`src/hw/rtl/small_fast_prng_32_unit_defines.svh`:
```
// ----------------------------------------------------------------------------
// small_fast_prng_32_unit_defines
// Assertion macros shared by the generator RTL.
// ----------------------------------------------------------------------------
`ifndef SMALL_FAST_PRNG_32_UNIT_DEFINES_SVH
`define SMALL_FAST_PRNG_32_UNIT_DEFINES_SVH

// Same-cycle implication, checked outside reset.
`define SFPRNG_ASSERT_SAME(label, clk, rst, ante, cons) \
   label: assert property (@(posedge clk) disable iff (rst) (ante) |-> (cons)) \
      else $error("sfprng assertion failed");

// Next-cycle implication, checked outside reset.
`define SFPRNG_ASSERT_NEXT(label, clk, rst, ante, cons) \
   label: assert property (@(posedge clk) disable iff (rst) (ante) |=> (cons)) \
      else $error("sfprng assertion failed");

`endif

```
`src/hw/rtl/sfprng_pkg.sv`:
```
// ----------------------------------------------------------------------------
// sfprng_pkg
// Types, constants and the round function of the small fast 32-bit generator.
// ----------------------------------------------------------------------------
package sfprng_pkg;

   localparam int unsigned WORD_W   = 32;
   localparam int unsigned WARMUP_W = 6;
   localparam int unsigned CSR_IDX_W = 1;

   localparam logic [WORD_W-1:0]   WORD_A_INIT  = 32'hf1ea5eed;
   localparam logic [WARMUP_W-1:0] WARMUP_RESET = 6'd42;

   localparam int unsigned ROT_B = 21;
   localparam int unsigned ROT_C = 19;
   localparam int unsigned ROT_D = 6;

   localparam logic [CSR_IDX_W-1:0] CSR_SEED_VALUE    = 1'b0;
   localparam logic [CSR_IDX_W-1:0] CSR_WARMUP_ROUNDS = 1'b1;

   typedef enum logic {
      ST_IDLE,
      ST_WARM
   } state_type;

   typedef struct packed {
      logic [WORD_W-1:0] a;
      logic [WORD_W-1:0] b;
      logic [WORD_W-1:0] c;
      logic [WORD_W-1:0] d;
   } prng_state_type;

   function automatic logic [WORD_W-1:0] rotl21(input logic [WORD_W-1:0] v);
      return {v[WORD_W-1-ROT_B:0], v[WORD_W-1:WORD_W-ROT_B]};
   endfunction

   function automatic logic [WORD_W-1:0] rotl19(input logic [WORD_W-1:0] v);
      return {v[WORD_W-1-ROT_C:0], v[WORD_W-1:WORD_W-ROT_C]};
   endfunction

   function automatic logic [WORD_W-1:0] rotl6(input logic [WORD_W-1:0] v);
      return {v[WORD_W-1-ROT_D:0], v[WORD_W-1:WORD_W-ROT_D]};
   endfunction

   function automatic prng_state_type prng_round(input prng_state_type s);
      logic [WORD_W-1:0] e;
      prng_state_type    n;
      e   = s.a - rotl21(s.b);
      n.a = s.b ^ rotl19(s.c);
      n.b = s.c + rotl6(s.d);
      n.c = s.d + e;
      n.d = e + n.a;
      return n;
   endfunction

endpackage

```
`src/hw/rtl/small_fast_prng_32_unit.sv`:
```
// Response: registered in the cycle after the request beat for a plain request;
//   for a restart or the first request after reset it follows the warm-up rounds.
// Throughput: one beat per cycle for plain requests unless rsp_ready stalls; a reload
//   holds req_ready low while the single round unit runs the warm-up rounds.
// Reset: synchronous; state returns to a = 0xf1ea5eed, b = c = d = 0, reload pending.
// ----------------------------------------------------------------------------
// small_fast_prng_32_unit
// Four-word jsf-style generator; one shared round unit under a small sequencer.
// ----------------------------------------------------------------------------
`include "small_fast_prng_32_unit_defines.svh"

module small_fast_prng_32_unit
   import sfprng_pkg::*;
(
   input  logic                 clock,
   input  logic                 reset,
   input  logic                 req_valid,
   output logic                 req_ready,
   input  logic                 req_restart,
   output logic                 rsp_valid,
   input  logic                 rsp_ready,
   output logic [WORD_W-1:0]    rsp_random_word,
   input  logic                 csr_we,
   input  logic [CSR_IDX_W-1:0] csr_index,
   input  logic [WORD_W-1:0]    csr_wdata
);

   state_type             state_ff, state_in;
   prng_state_type        words_ff, words_in;
   prng_state_type        round_out;
   logic                  seeded_ff, seeded_in;
   logic [WARMUP_W-1:0]   count_ff, count_in;
   logic                  rsp_valid_ff, rsp_valid_in;
   logic [WORD_W-1:0]     rsp_word_ff, rsp_word_in;
   logic [WORD_W-1:0]     seed_ff;
   logic [WARMUP_W-1:0]   warmup_ff;
   logic                  req_fire;
   logic                  reload;

   assign round_out       = prng_round(words_ff);
   assign req_ready       = (state_ff == ST_IDLE) && (!rsp_valid_ff || rsp_ready);
   assign req_fire        = req_valid && req_ready;
   assign reload          = req_restart || !seeded_ff;
   assign rsp_valid       = rsp_valid_ff;
   assign rsp_random_word = rsp_word_ff;

   always_ff @(posedge clock) begin
      if (reset) begin
         seed_ff   <= '0;
         warmup_ff <= WARMUP_RESET;
      end else if (csr_we) begin
         case (csr_index)
            CSR_SEED_VALUE:    seed_ff   <= csr_wdata;
            CSR_WARMUP_ROUNDS: warmup_ff <= csr_wdata[WARMUP_W-1:0];
            default: ;
         endcase
      end
   end

   always_comb begin
      state_in     = state_ff;
      words_in     = words_ff;
      seeded_in    = seeded_ff;
      count_in     = count_ff;
      rsp_valid_in = rsp_valid_ff && !rsp_ready;
      rsp_word_in  = rsp_word_ff;
      case (state_ff)
         ST_IDLE: begin
            if (req_fire) begin
               if (reload) begin
                  words_in.a = WORD_A_INIT;
                  words_in.b = seed_ff;
                  words_in.c = seed_ff;
                  words_in.d = seed_ff;
                  count_in   = warmup_ff;
                  state_in   = ST_WARM;
               end else begin
                  words_in     = round_out;
                  rsp_word_in  = round_out.d;
                  rsp_valid_in = 1'b1;
               end
            end
         end
         ST_WARM: begin
            words_in = round_out;
            if (count_ff == '0) begin
               rsp_word_in  = round_out.d;
               rsp_valid_in = 1'b1;
               seeded_in    = 1'b1;
               state_in     = ST_IDLE;
            end else begin
               count_in = count_ff - 1'b1;
            end
         end
         default: begin
            state_in = ST_IDLE;
         end
      endcase
   end

   always_ff @(posedge clock) begin
      if (reset) begin
         state_ff     <= ST_IDLE;
         seeded_ff    <= 1'b0;
         rsp_valid_ff <= 1'b0;
         count_ff     <= '0;
         words_ff.a   <= WORD_A_INIT;
         words_ff.b   <= '0;
         words_ff.c   <= '0;
         words_ff.d   <= '0;
      end else begin
         state_ff     <= state_in;
         seeded_ff    <= seeded_in;
         rsp_valid_ff <= rsp_valid_in;
         count_ff     <= count_in;
         words_ff     <= words_in;
      end
   end

   always_ff @(posedge clock) begin
      rsp_word_ff <= rsp_word_in;
   end

   `SFPRNG_ASSERT_SAME(a_warm_no_rsp, clock, reset, state_ff == ST_WARM, !rsp_valid_ff)
   `SFPRNG_ASSERT_NEXT(a_reload_warms, clock, reset, req_fire && reload, state_ff == ST_WARM)
   `SFPRNG_ASSERT_NEXT(a_plain_one_cycle, clock, reset, req_fire && !reload,
                       rsp_valid_ff && state_ff == ST_IDLE)
   `SFPRNG_ASSERT_NEXT(a_warm_done, clock, reset, state_ff == ST_WARM && count_ff == '0,
                       rsp_valid_ff && seeded_ff && state_ff == ST_IDLE)

endmodule

```
`config.mk`:
```
export PLATFORM = sky130hd
export DESIGN_NAME = small_fast_prng_32_unit
export DESIGN_NICKNAME = d
export VERILOG_FILES = /design/src/hw/rtl/sfprng_pkg.sv /design/src/hw/rtl/small_fast_prng_32_unit.sv
export VERILOG_INCLUDE_DIRS = /design/src /design/src/hw/rtl
export SDC_FILE = /design/constraint.sdc
export NUM_CORES = 1
export LEC_CHECK = 0
export ABC_AREA = 1
export BUFFER_PORTS_ARGS = -buffer_cell sky130_fd_sc_hd__buf_2
export CAP_MARGIN = 10
export CELL_PAD_IN_SITES_DETAIL_PLACEMENT = 2
export CELL_PAD_IN_SITES_GLOBAL_PLACEMENT = 2
export CORE_ASPECT_RATIO = 1.75
export CORE_MARGIN = 2
export CORE_UTILIZATION = 39
export CTS_CLUSTER_DIAMETER = 50
export CTS_CLUSTER_SIZE = 24
export DETAILED_ROUTE_END_ITERATION = 8
export HOLD_SLACK_MARGIN = 0.15
export PLACE_DENSITY_LB_ADDON = 0.1
export SLEW_MARGIN = 20
export SYNTH_ARGS = -nofsm -noshare
export SYNTH_HDL_FRONTEND = slang
export SYNTH_SLANG_ARGS = --single-unit
```
`constraint.sdc`:
```
create_clock -name clock -period 7.1 [get_ports clock]
set_clock_uncertainty 0.05 [all_clocks]
set_input_delay 1.42 -clock clock [delete_from_list [all_inputs] [get_ports clock]]
set_output_delay 1.42 -clock clock [all_outputs]
set_load 0.02 [all_outputs]
```
==> out/results.ini, run 1 <==
[status]
run_status = completed

[floorplan]
num_rows = 95
io_pins = 73
die_w_um = 154
fp.coreArea_sq_um = 38500
die_height_um = 266
initial_core_util_pct = 39.7
dieArea_sq_um = 40800

[sta]
post-route-period-util_pct = 72.2
fin_hold_ws_ns = 0.415
setup_tns_ns = 0
maxSlewViolCount = 0
fin_crit_ns = 5.12
rsz0062_at_grt = no
setup-violations-final = 0
tightestPinTransition_ns = 1.09
clock.fmax_mhz = 195
hold_viol = 0
slew_headroom_pct = 27.2
layout_setup_ws_ns = 1.98

[worst_setup_path]
cpPeakStageDelay_ns = 0.54
cp-end-kind = register
critPathMostFrequentCell = nand2_1
required_ns = 7.55
crit_slowest_cell = xor2_1
ff2ff_setup_slack_ns = 1.98
path_delay_family = compound AO/OA/AOI/OAI gates
cp_num_buf_inv = 0
criticalPathCategory = reg2reg
worstPathCellList = ha_1 -> fa_1 -> o21ai_2 -> nand2_1 -> nand2_1 -> nand2_1 -> a21oi_2 -> nand2_1 -> nand2_1 -> nand2_1 -> nand2_1 -> xor2_1 -> ha_1 -> a21oi_1 -> o21ai_0 -> a21oi_1 -> nand2_2 -> nand2_1 -> nand2_1 -> nand2_1 -> nand3_1 -> a21oi_1
cp.arrival_ns = 5.57
crit_fanout = 5
cp-start-kind = register

[power]
p_leak_nw = 7.49
p_per_area_nw_per_um2 = 626
power_switching_mw = 6.20
peakVddDrop_mv = 0.214
intPower_mw = 4.34
total_power_mw = 10.5
clockPowerShare_pct = 12.5
p_comb_share_pct = 68.9
seq_power_share_pct = 18.6
switching_share_pct = 58.8

[hold_path]
hold_path_class = reg2reg

[clock_network]
post_cts_buffers = 0
cts_root_buf = clkbuf_16
cts_max_level = 1
clk_path_buf_depth = 3
hold_buffers = 0
cts_tree = yes
ctsResizeCount = 0
clk_pin_slew_ns = 0.07
clk_latency_ns = 0.58
cts_sinks = 207
cts_buffers = 24

[global_route]
grt_pass1_wl_mm = 116
grt_use_met1_pct = 36.7
grtUsageMet2_pct = 71.3
gr-total-overflow = 0
grt_start_max_net_pins = 88
antenna_found_initial = 1
grtUsageMet3_pct = 5.03
track_usage_pct = 38.1
grt_pass1_vias = 18144
grt-busiest-layer = met2

[synth]
yosys.area.top_type_share_pct = 22.9
synth_seq_cells = 207
synth_edf_count = 32
synthTopCellsByArea = dfxtp_1 23%, ha_1 11%, nand2_1 10%
synthDistinctLibCells = 58
avgSynthCellArea_sq_um = 7.00
yosysWarningCount = 0
synth-main-ff-cell = dfxtp_1
synth_commonest_cells = 407 x nand2_1, 279 x a21oi_1, 230 x o21ai_0
synth_most_common_cell = nand2_1
ys_seq_area_share_pct = 29.2
async_reset_ff_share_pct = 0
synth_nets = 2358
netlist.top_cell.by_area = dfxtp_1
netlist_instances = 2184
netlist_area_sq_um = 15300

[finish]
fin_cells = 2731
nNetsFinal = 2401
final_core_util_pct = 43.7
fin_area_sq_um = 16800
syn_to_final_growth_pct = 10.2
multi_input_area_sq_um = 9790
layout-drive-gt1-share_pct = 9.27
fillCellCount = 4696
layout.area.seq_sq_um = 4460

[flow_run]
maxCapViolCount = 0

[placement]
place_area_sq_um = 16000
dp_slack_ns = 2.13
routabilityCongestion = 1.00
dp_hpwl_mm = 65.2
port_buffers = 72
placed_cells = 2686

[drt]
drt_iter0_drc = 853
wl_mm = 78.9
vias_per_cell = 6.00
ant_nets = 0
drt-wirelength-per-cell_um = 28.9
drc = 0
vias = 16377
first_pass_iters = 5

## metal layers
metal	vias up	share of wire, %
met2	472	52
met1	8156	34
met4	2	10
li1	7475	-
met3	272	3.9
met5	-	0.015
## worst reg2reg max path, stage by stage, from the launching register on
cell     delay (ns)
dfxtp_1        0.37
ha_1           0.26
fa_1           0.44
o21ai_2        0.20
nand2_1        0.10
nand2_1        0.15
nand2_1        0.09
a21oi_2        0.18
nand2_1        0.07
nand2_1        0.16
nand2_1        0.10
nand2_1        0.08
xor2_1         0.54
ha_1           0.41
a21oi_1        0.34
o21ai_0        0.33
a21oi_1        0.35
nand2_2        0.14
nand2_1        0.12
nand2_1        0.07
nand2_1        0.12
nand3_1        0.17
a21oi_1        0.21
## flip-flops by register name, summed over array words and instances, names as in the netlist
name,flops
words_ff,128
warmup_ff,6
seeded_ff,1
seed_ff,32
state_ff,1
rsp_valid,1
rsp_random_word,32
count_ff,6
## placed cells by master (no fill, tap or decap), drive strengths merged, types with 8 or more instances in the layout
| cell | instances |
|---|---|
| o21ai | 243 |
| a21o | 16 |
| dfxtp | 175 |
| buf | 79 |
| a31oi | 16 |
| and2 | 8 |
| o21bai | 21 |
| edfxtp | 32 |
| o21a | 8 |
| ha | 131 |
| nand4 | 16 |
| inv | 209 |
| nor2 | 229 |
| xor2 | 75 |
| xnor2 | 34 |
| a221oi | 8 |
| clkinv | 8 |
| clkbuf | 24 |
| nand3 | 117 |
| or2 | 11 |
| nor3 | 18 |
| a21oi | 286 |
| nand2 | 433 |
## layout make-up
type | count | share of cell area (%)
antenna | 1 | 0.0149
clock buffer | 24 | 3.57
clock inverter | 20 | 1.20
inverter | 201 | 4.50
multi-input combinational | 1714 | 58.1
sequential | 207 | 26.5
tap | 485 | 3.60
timing repair buffer | 79 | 2.45
## worst paths after layout
kind                 startpoint            end  depth (start not counted)
setup reg to reg   words_ff[75]   words_ff[27]                         22
setup / recovery   words_ff[75]   words_ff[27]                         22
hold reg to reg   words_ff[117]  words_ff[117]                          2
hold / removal    words_ff[117]  words_ff[117]                          2
## logic make-up after synthesis
group	Yosys count	share of synthesized area, %
flip-flops	207	29.2
AO/OA/AOI/OAI	624	22.4
AND/OR/NAND/NOR	846	23.8
adder cells (fa/ha/maj)	135	11.3
XOR/XNOR	109	6.49
buffers and inverters	263	6.84
## power by group through the flow
stage | Sequential (mW) | Clock [mW] | Combinational, mW
after floorplan | 1.86 | 0 | 4.36
after global placement | 1.96 | 0 | 6.84
after detailed placement | 1.97 | 0 | 7.06
after CTS | 1.95 | 1.33 | 7.15
after global routing | 1.97 | 1.37 | 7.73
final | 1.97 | 1.31 | 7.26
(Power assumes the default switching activity.)
==> run 2, diff against run 1 <==
Settings changed: ABC_AREA 1 to 0, CORE_UTILIZATION 39 to 38.
Clock period 7.1 ns to 5.3 ns, I/O delays scaled along.
==> run 2 against run 1 <==
First-iteration DRC count fell by 28%. Synthesized area decreased by 7.7%. Final area fell by 3.5%. Setup slack got worse by 1.8 ns. Clock-buffer cell count grew 11. Register-to-register slack lost 1.8 ns. Critical path depth fell by 1. Fmax rose by 0.32%. Non-clock buffer count increased by 51. Die area is 5.2% lower. Synthesized cell count down 19%. Wire length is 18% lower. Critical endpoint is now words_ff[31]. Highest routed layer is now met4.
==> out/results.ini, run 2 <==
[worst_setup_path]
crit_fanout = 5
reg2reg_depth = 21
criticalPathCategory = reg2reg
required_ns = 5.73
cp-start-kind = register
cp-end-kind = register
cp.arrival_ns = 5.54

[synth]
netlist.top_cell.by_area = dfxtp_1
synthDistinctLibCells = 65
yosys.area_share.xor_xnor_pct = 8.70
synthMuxAreaShare_pct = 0.0710
ys_seq_area_share_pct = 31.7
synth_top_family_by_area = compound AO/OA/AOI/OAI gates
yosysWarningCount = 0
synth-main-ff-cell = dfxtp_1
avgSynthCellArea_sq_um = 7.97
synthTopCellsByArea = dfxtp_1 25%, ha_1 12%, edfxtp_1 6.8%
synth_seq_cells = 207
synth-simple-area-share_pct = 18.5
netlist_instances = 1768
synthAdderAreaFrac_pct = 12.2
synth_nets = 1942
synth_commonest_cells = 212 x nand2_1, 185 x a21oi_1, 175 x dfxtp_1
yosys.area.top_type_share_pct = 24.8
synth_most_common_cell = nand2_1
synth_edf_count = 32
netlist_area_sq_um = 14100
async_reset_ff_share_pct = 0
synth_compound_area_share_pct = 25.0

[clock_network]
cts_sinks = 207
clk_path_buf_depth = 3
cts_root_buf = clkbuf_16
clk_pin_slew_ns = 0.07
cts_buffers = 26
clk_latency_ns = 0.58
cts_tree = yes
cts_max_level = 1

[sta]
maxSlewViolCount = 0
slew_headroom_pct = 39.7
fin_crit_ns = 5.11
setup-violations-final = 0
clock.fmax_mhz = 196
post-route-period-util_pct = 96.4
setup_tns_ns = 0
hold_viol = 0
tightestPinTransition_ns = 0.905
rsz0062_at_grt = yes

[drt]
wl_mm = 64.4
drc = 0
vias = 14033
first_pass_iters = 5
ant_nets = 0
drt-wirelength-per-cell_um = 27.5
vias_per_cell = 5.99
drt_iter0_drc = 615

[floorplan]
die_w_um = 150
dieArea_sq_um = 38700
fp.coreArea_sq_um = 36700
io_pins = 73
die_height_um = 259
initial_core_util_pct = 38.5
num_rows = 93

[global_route]
grt_pass1_vias = 15363
gr-total-overflow = 0
grt_start_max_net_pins = 83
antenna_found_initial = 0
grt_pass1_wl_mm = 95.6
track_usage_pct = 33.1

[finish]
layout-drive-gt1-share_pct = 11.9
mostFrequentLayoutCells = 211 x nand2_1, 178 x a21oi_1, 174 x dfxtp_1
largest_reg_flops = 128
multi_input_area_sq_um = 9290
layout_commonest_cell = nand2_1
top_register = words_ff
fin_area_sq_um = 16300
fillCellCount = 4225
layout.area.seq_sq_um = 4470
diodes = 0
syn_to_final_growth_pct = 15.3
nNetsFinal = 2025

[placement]
dp_hpwl_mm = 50.8
place_area_sq_um = 15300
routabilityCongestion = 0.932
port_buffers = 72

[hold_path]
min_delay_path_depth = 2
hold_path_class = reg2reg

[status]
run_status = completed

[flow_run]
maxCapViolCount = 0

run 2: cell count changes after synthesis, moves of 44 or more:
cell / delta
a21o_1: +44
a21oi_1: -94
inv_1: -127
nand2_1: -195
nand3_1: -66
nor2_1: -49
nor3_1: +60
o21ai_0: -139
run 2: routing by layer:
| metal | share of wire (%) | global-route usage, % |
|---|---|---|
| met5 | 0 | 0 |
| met4 | 7.5 | 20.2 |
| met3 | 2.8 | 2.96 |
| met2 | 52 | 61.7 |
| met1 | 37 | 35.5 |
run 2: cells by family after synthesis:
logic type	after synthesis
compound gates	550
xor+xnor	140
fa+ha+maj	135
buf+inv	145
flops	207
mux	1
simple gates	590
run 2: worst max-delay path, stage by stage (launching register included):
cell	delay (ns)
dfxtp_1	0.34
inv_1	0.05
ha_1	0.21
fa_1	0.42
nor2b_2	0.16
o21ai_2	0.09
a21boi_2	0.17
o21a_1	0.18
nor2_1	0.07
xnor2_1	0.16
ha_1	0.44
o21a_1	0.17
o21ai_1	0.16
nor3_4	0.34
a221o_1	0.35
a2111oi_4	0.11
buf_4	0.19
or4b_2	0.64
o211ai_1	0.15
xnor2_1	0.18
nand2_1	0.09
a221oi_1	0.27
run 2: what timing repair did:
item | CTS | global route
hold endpoints to repair | 0 | 0
resized for setup | 7 | 36
gates cloned | 0 | 0
hold buffers | 0 | 0
setup buffers | 0 | 1
pin swaps | 0 | 4
setup endpoints to repair | 8 | 30
run 2: per-stage QoR:
step           util [%]  worst slack (ns)  cells  hold slack [ns]
2_1_floorplan         -             0.725   1768            0.382
3_3_place_gp       41.6            0.0859   2297            0.392
3_5_place_dp       41.6            -0.142   2297            0.398
4_1_cts            44.0           -0.0317   2343            0.408
5_1_grt            44.3           -0.0954   2344            0.435
6_report           44.3             0.192   2344            0.407
run 2: path summary, 6_finish.rpt:
kind / start / end / slack [ns]
worst min register to register: seed_ff[29] / seed_ff[29] / 0.41
worst max register to register: words_ff[96] / words_ff[31] / 0.19
worst min-delay path: seed_ff[29] / seed_ff[29] / 0.41
worst max-delay path: words_ff[96] / words_ff[31] / 0.19
run 2: cell type report:
class	instances	area share, %
Multi-Input combinational cell	1416	57.1
Sequential cell	207	27.5
Timing Repair Buffer	130	4.99
Clock buffer	35	4.40
Tap cell	475	3.66
Inverter	70	1.62
Clock inverter	11	0.724
Power of run 2 is not shown: default switching activity piles up to over one toggle a cycle in this logic, so the estimate is an artifact.
==> run 3, diff against run 2 <==
Settings changed: BUFFER_PORTS_ARGS -buffer_cell sky130_fd_sc_hd__buf_2 to -buffer_cell sky130_fd_sc_hd__clkbuf_2, RECOVER_POWER set to 100.
==> run 3 against run 2 <==
Critical path depth rose by 2. Core utilization rose by 1.4 points. First-iteration DRC count rose by 13%. The run now ends with capacitance limit, slew limit left. Critical path type unchanged. Non-clock buffer count rose by 36. Fmax fell by 2.8%. Wire length rose by 2.4%. Cell count rose by 1.7%. Setup slack got worse by 0.15 ns. Clock-buffer cell count fell by 5.
==> out/results.ini, run 3 (synthesis results as in run 2) <==
[clock_network]
clk_latency_ns = 0.59
hold_buffers = 0
clk_pin_slew_ns = 0.07
cts_root_buf = clkbuf_16
cts_max_level = 1
clk_path_buf_depth = 3
cts_tree = yes
cts_sinks = 207
cts_buffers = 27

[finish]
top_register = words_ff
multi_input_area_sq_um = 9500
diodes = 0
largest_reg_flops = 128
fillCellCount = 4234
mostFrequentLayoutCells = 211 x nand2_1, 174 x a21oi_1, 172 x dfxtp_1
layout-drive-gt1-share_pct = 13.4
layout.area.seq_sq_um = 4470
fin_cells = 2384
layout_commonest_cell = nand2_1
nNetsFinal = 2062
syn_to_final_growth_pct = 18.9

[worst_setup_path]
worstSetupEndpoint = words_ff[31]
path_delay_family = compound AO/OA/AOI/OAI gates
cp_num_buf_inv = 4
crit_fanout = 4
cpPeakStageDelay_ns = 0.60
worstReg2RegEnd = words_ff[31]
reg2reg_depth = 23
cp.depth = 23
ff2ff_setup_slack_ns = 0.04
cp-start-kind = register
crit_slowest_cell = or4b_2
cp-end-kind = register
worstPathCellList = inv_1 -> ha_1 -> or2_2 -> a31oi_2 -> a2111oi_4 -> buf_4 -> buf_4 -> o2111ai_1 -> buf_4 -> nand2_1 -> a21o_1 -> a21oi_1 -> o21bai_1 -> a21oi_1 -> xnor2_1 -> ha_1 -> nand4_1 -> nor2_1 -> or4b_2 -> o211ai_1 -> xnor2_1 -> nand2_1 -> a221oi_1
required_ns = 5.74
rr_startpoint = words_ff[79]
criticalPathCategory = reg2reg
cp.arrival_ns = 5.69
crit_start = words_ff[79]
critPathMostFrequentCell = buf_4

[drt]
first_pass_iters = 5
wl_mm = 65.9
vias = 14387
drc = 0
drt_iter0_drc = 695
vias_per_cell = 6.03
ant_nets = 0
drt-wirelength-per-cell_um = 27.6

[flow_run]
maxCapViolCount = 6

[floorplan]
die_height_um = 259
dieArea_sq_um = 38700
io_pins = 73
initial_core_util_pct = 38.5
die_w_um = 150
num_rows = 93
fp.coreArea_sq_um = 36700

[sta]
post-route-period-util_pct = 99.2
slew_headroom_pct = -118
hold_viol = 0
setup-violations-final = 0
tightestPinTransition_ns = 3.27
maxSlewViolCount = 272
fin_crit_ns = 5.26
clock.fmax_mhz = 190
fin_hold_ws_ns = 0.402

[global_route]
gr-total-overflow = 0
grt_pass1_wl_mm = 97.1
track_usage_pct = 33.5
antenna_found_initial = 0
grt_start_max_net_pins = 75
grt_pass1_vias = 15648

[placement]
placed_cells = 2323
port_buffers = 72
dp_hpwl_mm = 50.9
routabilityCongestion = 0.978

[status]
run_status = finished with violations
failed_checks = capacitance limit, slew limit

[hold_path]
hold_path_class = reg2reg

==> run 3: area by class of cell <==
type	count	share of cell area [%]
clock buffer	30	4.23
multi-input combinational	1416	56.7
clock inverter	20	1.37
sequential	207	26.7
tap	475	3.55
inverter	70	1.57
timing repair buffer	166	5.94
==> run 3: how the worst min path moves through the flow <==
stage	cells after the start	to	slack (ns)	start
final	2	seed_ff[21]	0.40	seed_ff[21]
after global routing	2	seed_ff[0]	0.43	seed_ff[0]
after CTS	2	seed_ff[21]	0.41	seed_ff[21]
after detailed placement	2	seed_ff[21]	0.40	seed_ff[21]
after global placement	2	seed_ff[19]	0.39	seed_ff[19]
after floorplan	2	seed_ff[0]	0.38	seed_ff[0]
==> run 3: routing by layer <==
| metal | vias up | wire (um) | track usage, % |
|---|---|---|---|
| li1 | 6592 | - | - |
| met5 | - | 0 | 0 |
| met1 | 7270 | 24600 | 36.2 |
| met2 | 341 | 34100 | 61.1 |
| met4 | 0 | 5400 | 22.4 |
| met3 | 184 | 1750 | 2.78 |
==> run 3: tightest hold or removal path, cell delays in order (launching register included) <==
cell and delay (ns):
dfxtp_1 0.31, nand2_1 0.05, a21oi_1 0.05
==> run 3: through the flow <==
step / TNS, ns / setup slack (ns) / util, % / area (sq um)
after CTS: 0 / 0.00688 / 44.9 / 16500
after global routing: -0.672 / -0.119 / 45.7 / 16800
final: 0 / 0.0433 / 45.7 / 16800
after floorplan: 0 / 0.725 / - / 14100
after global placement: -0.388 / -0.185 / 42.1 / 15400
after detailed placement: -1.49 / -0.263 / 42.2 / 15500
==> run 3: timing repair <==
| action | 4_1_cts | 5_1_grt |
|---|---|---|
| resized for setup | 16 | 68 |
| endpoints found under the setup margin | 22 | 29 |
| setup buffers | 1 | 10 |
| pin swaps | 1 | 32 |
Power of run 3 is left out for the same reason.
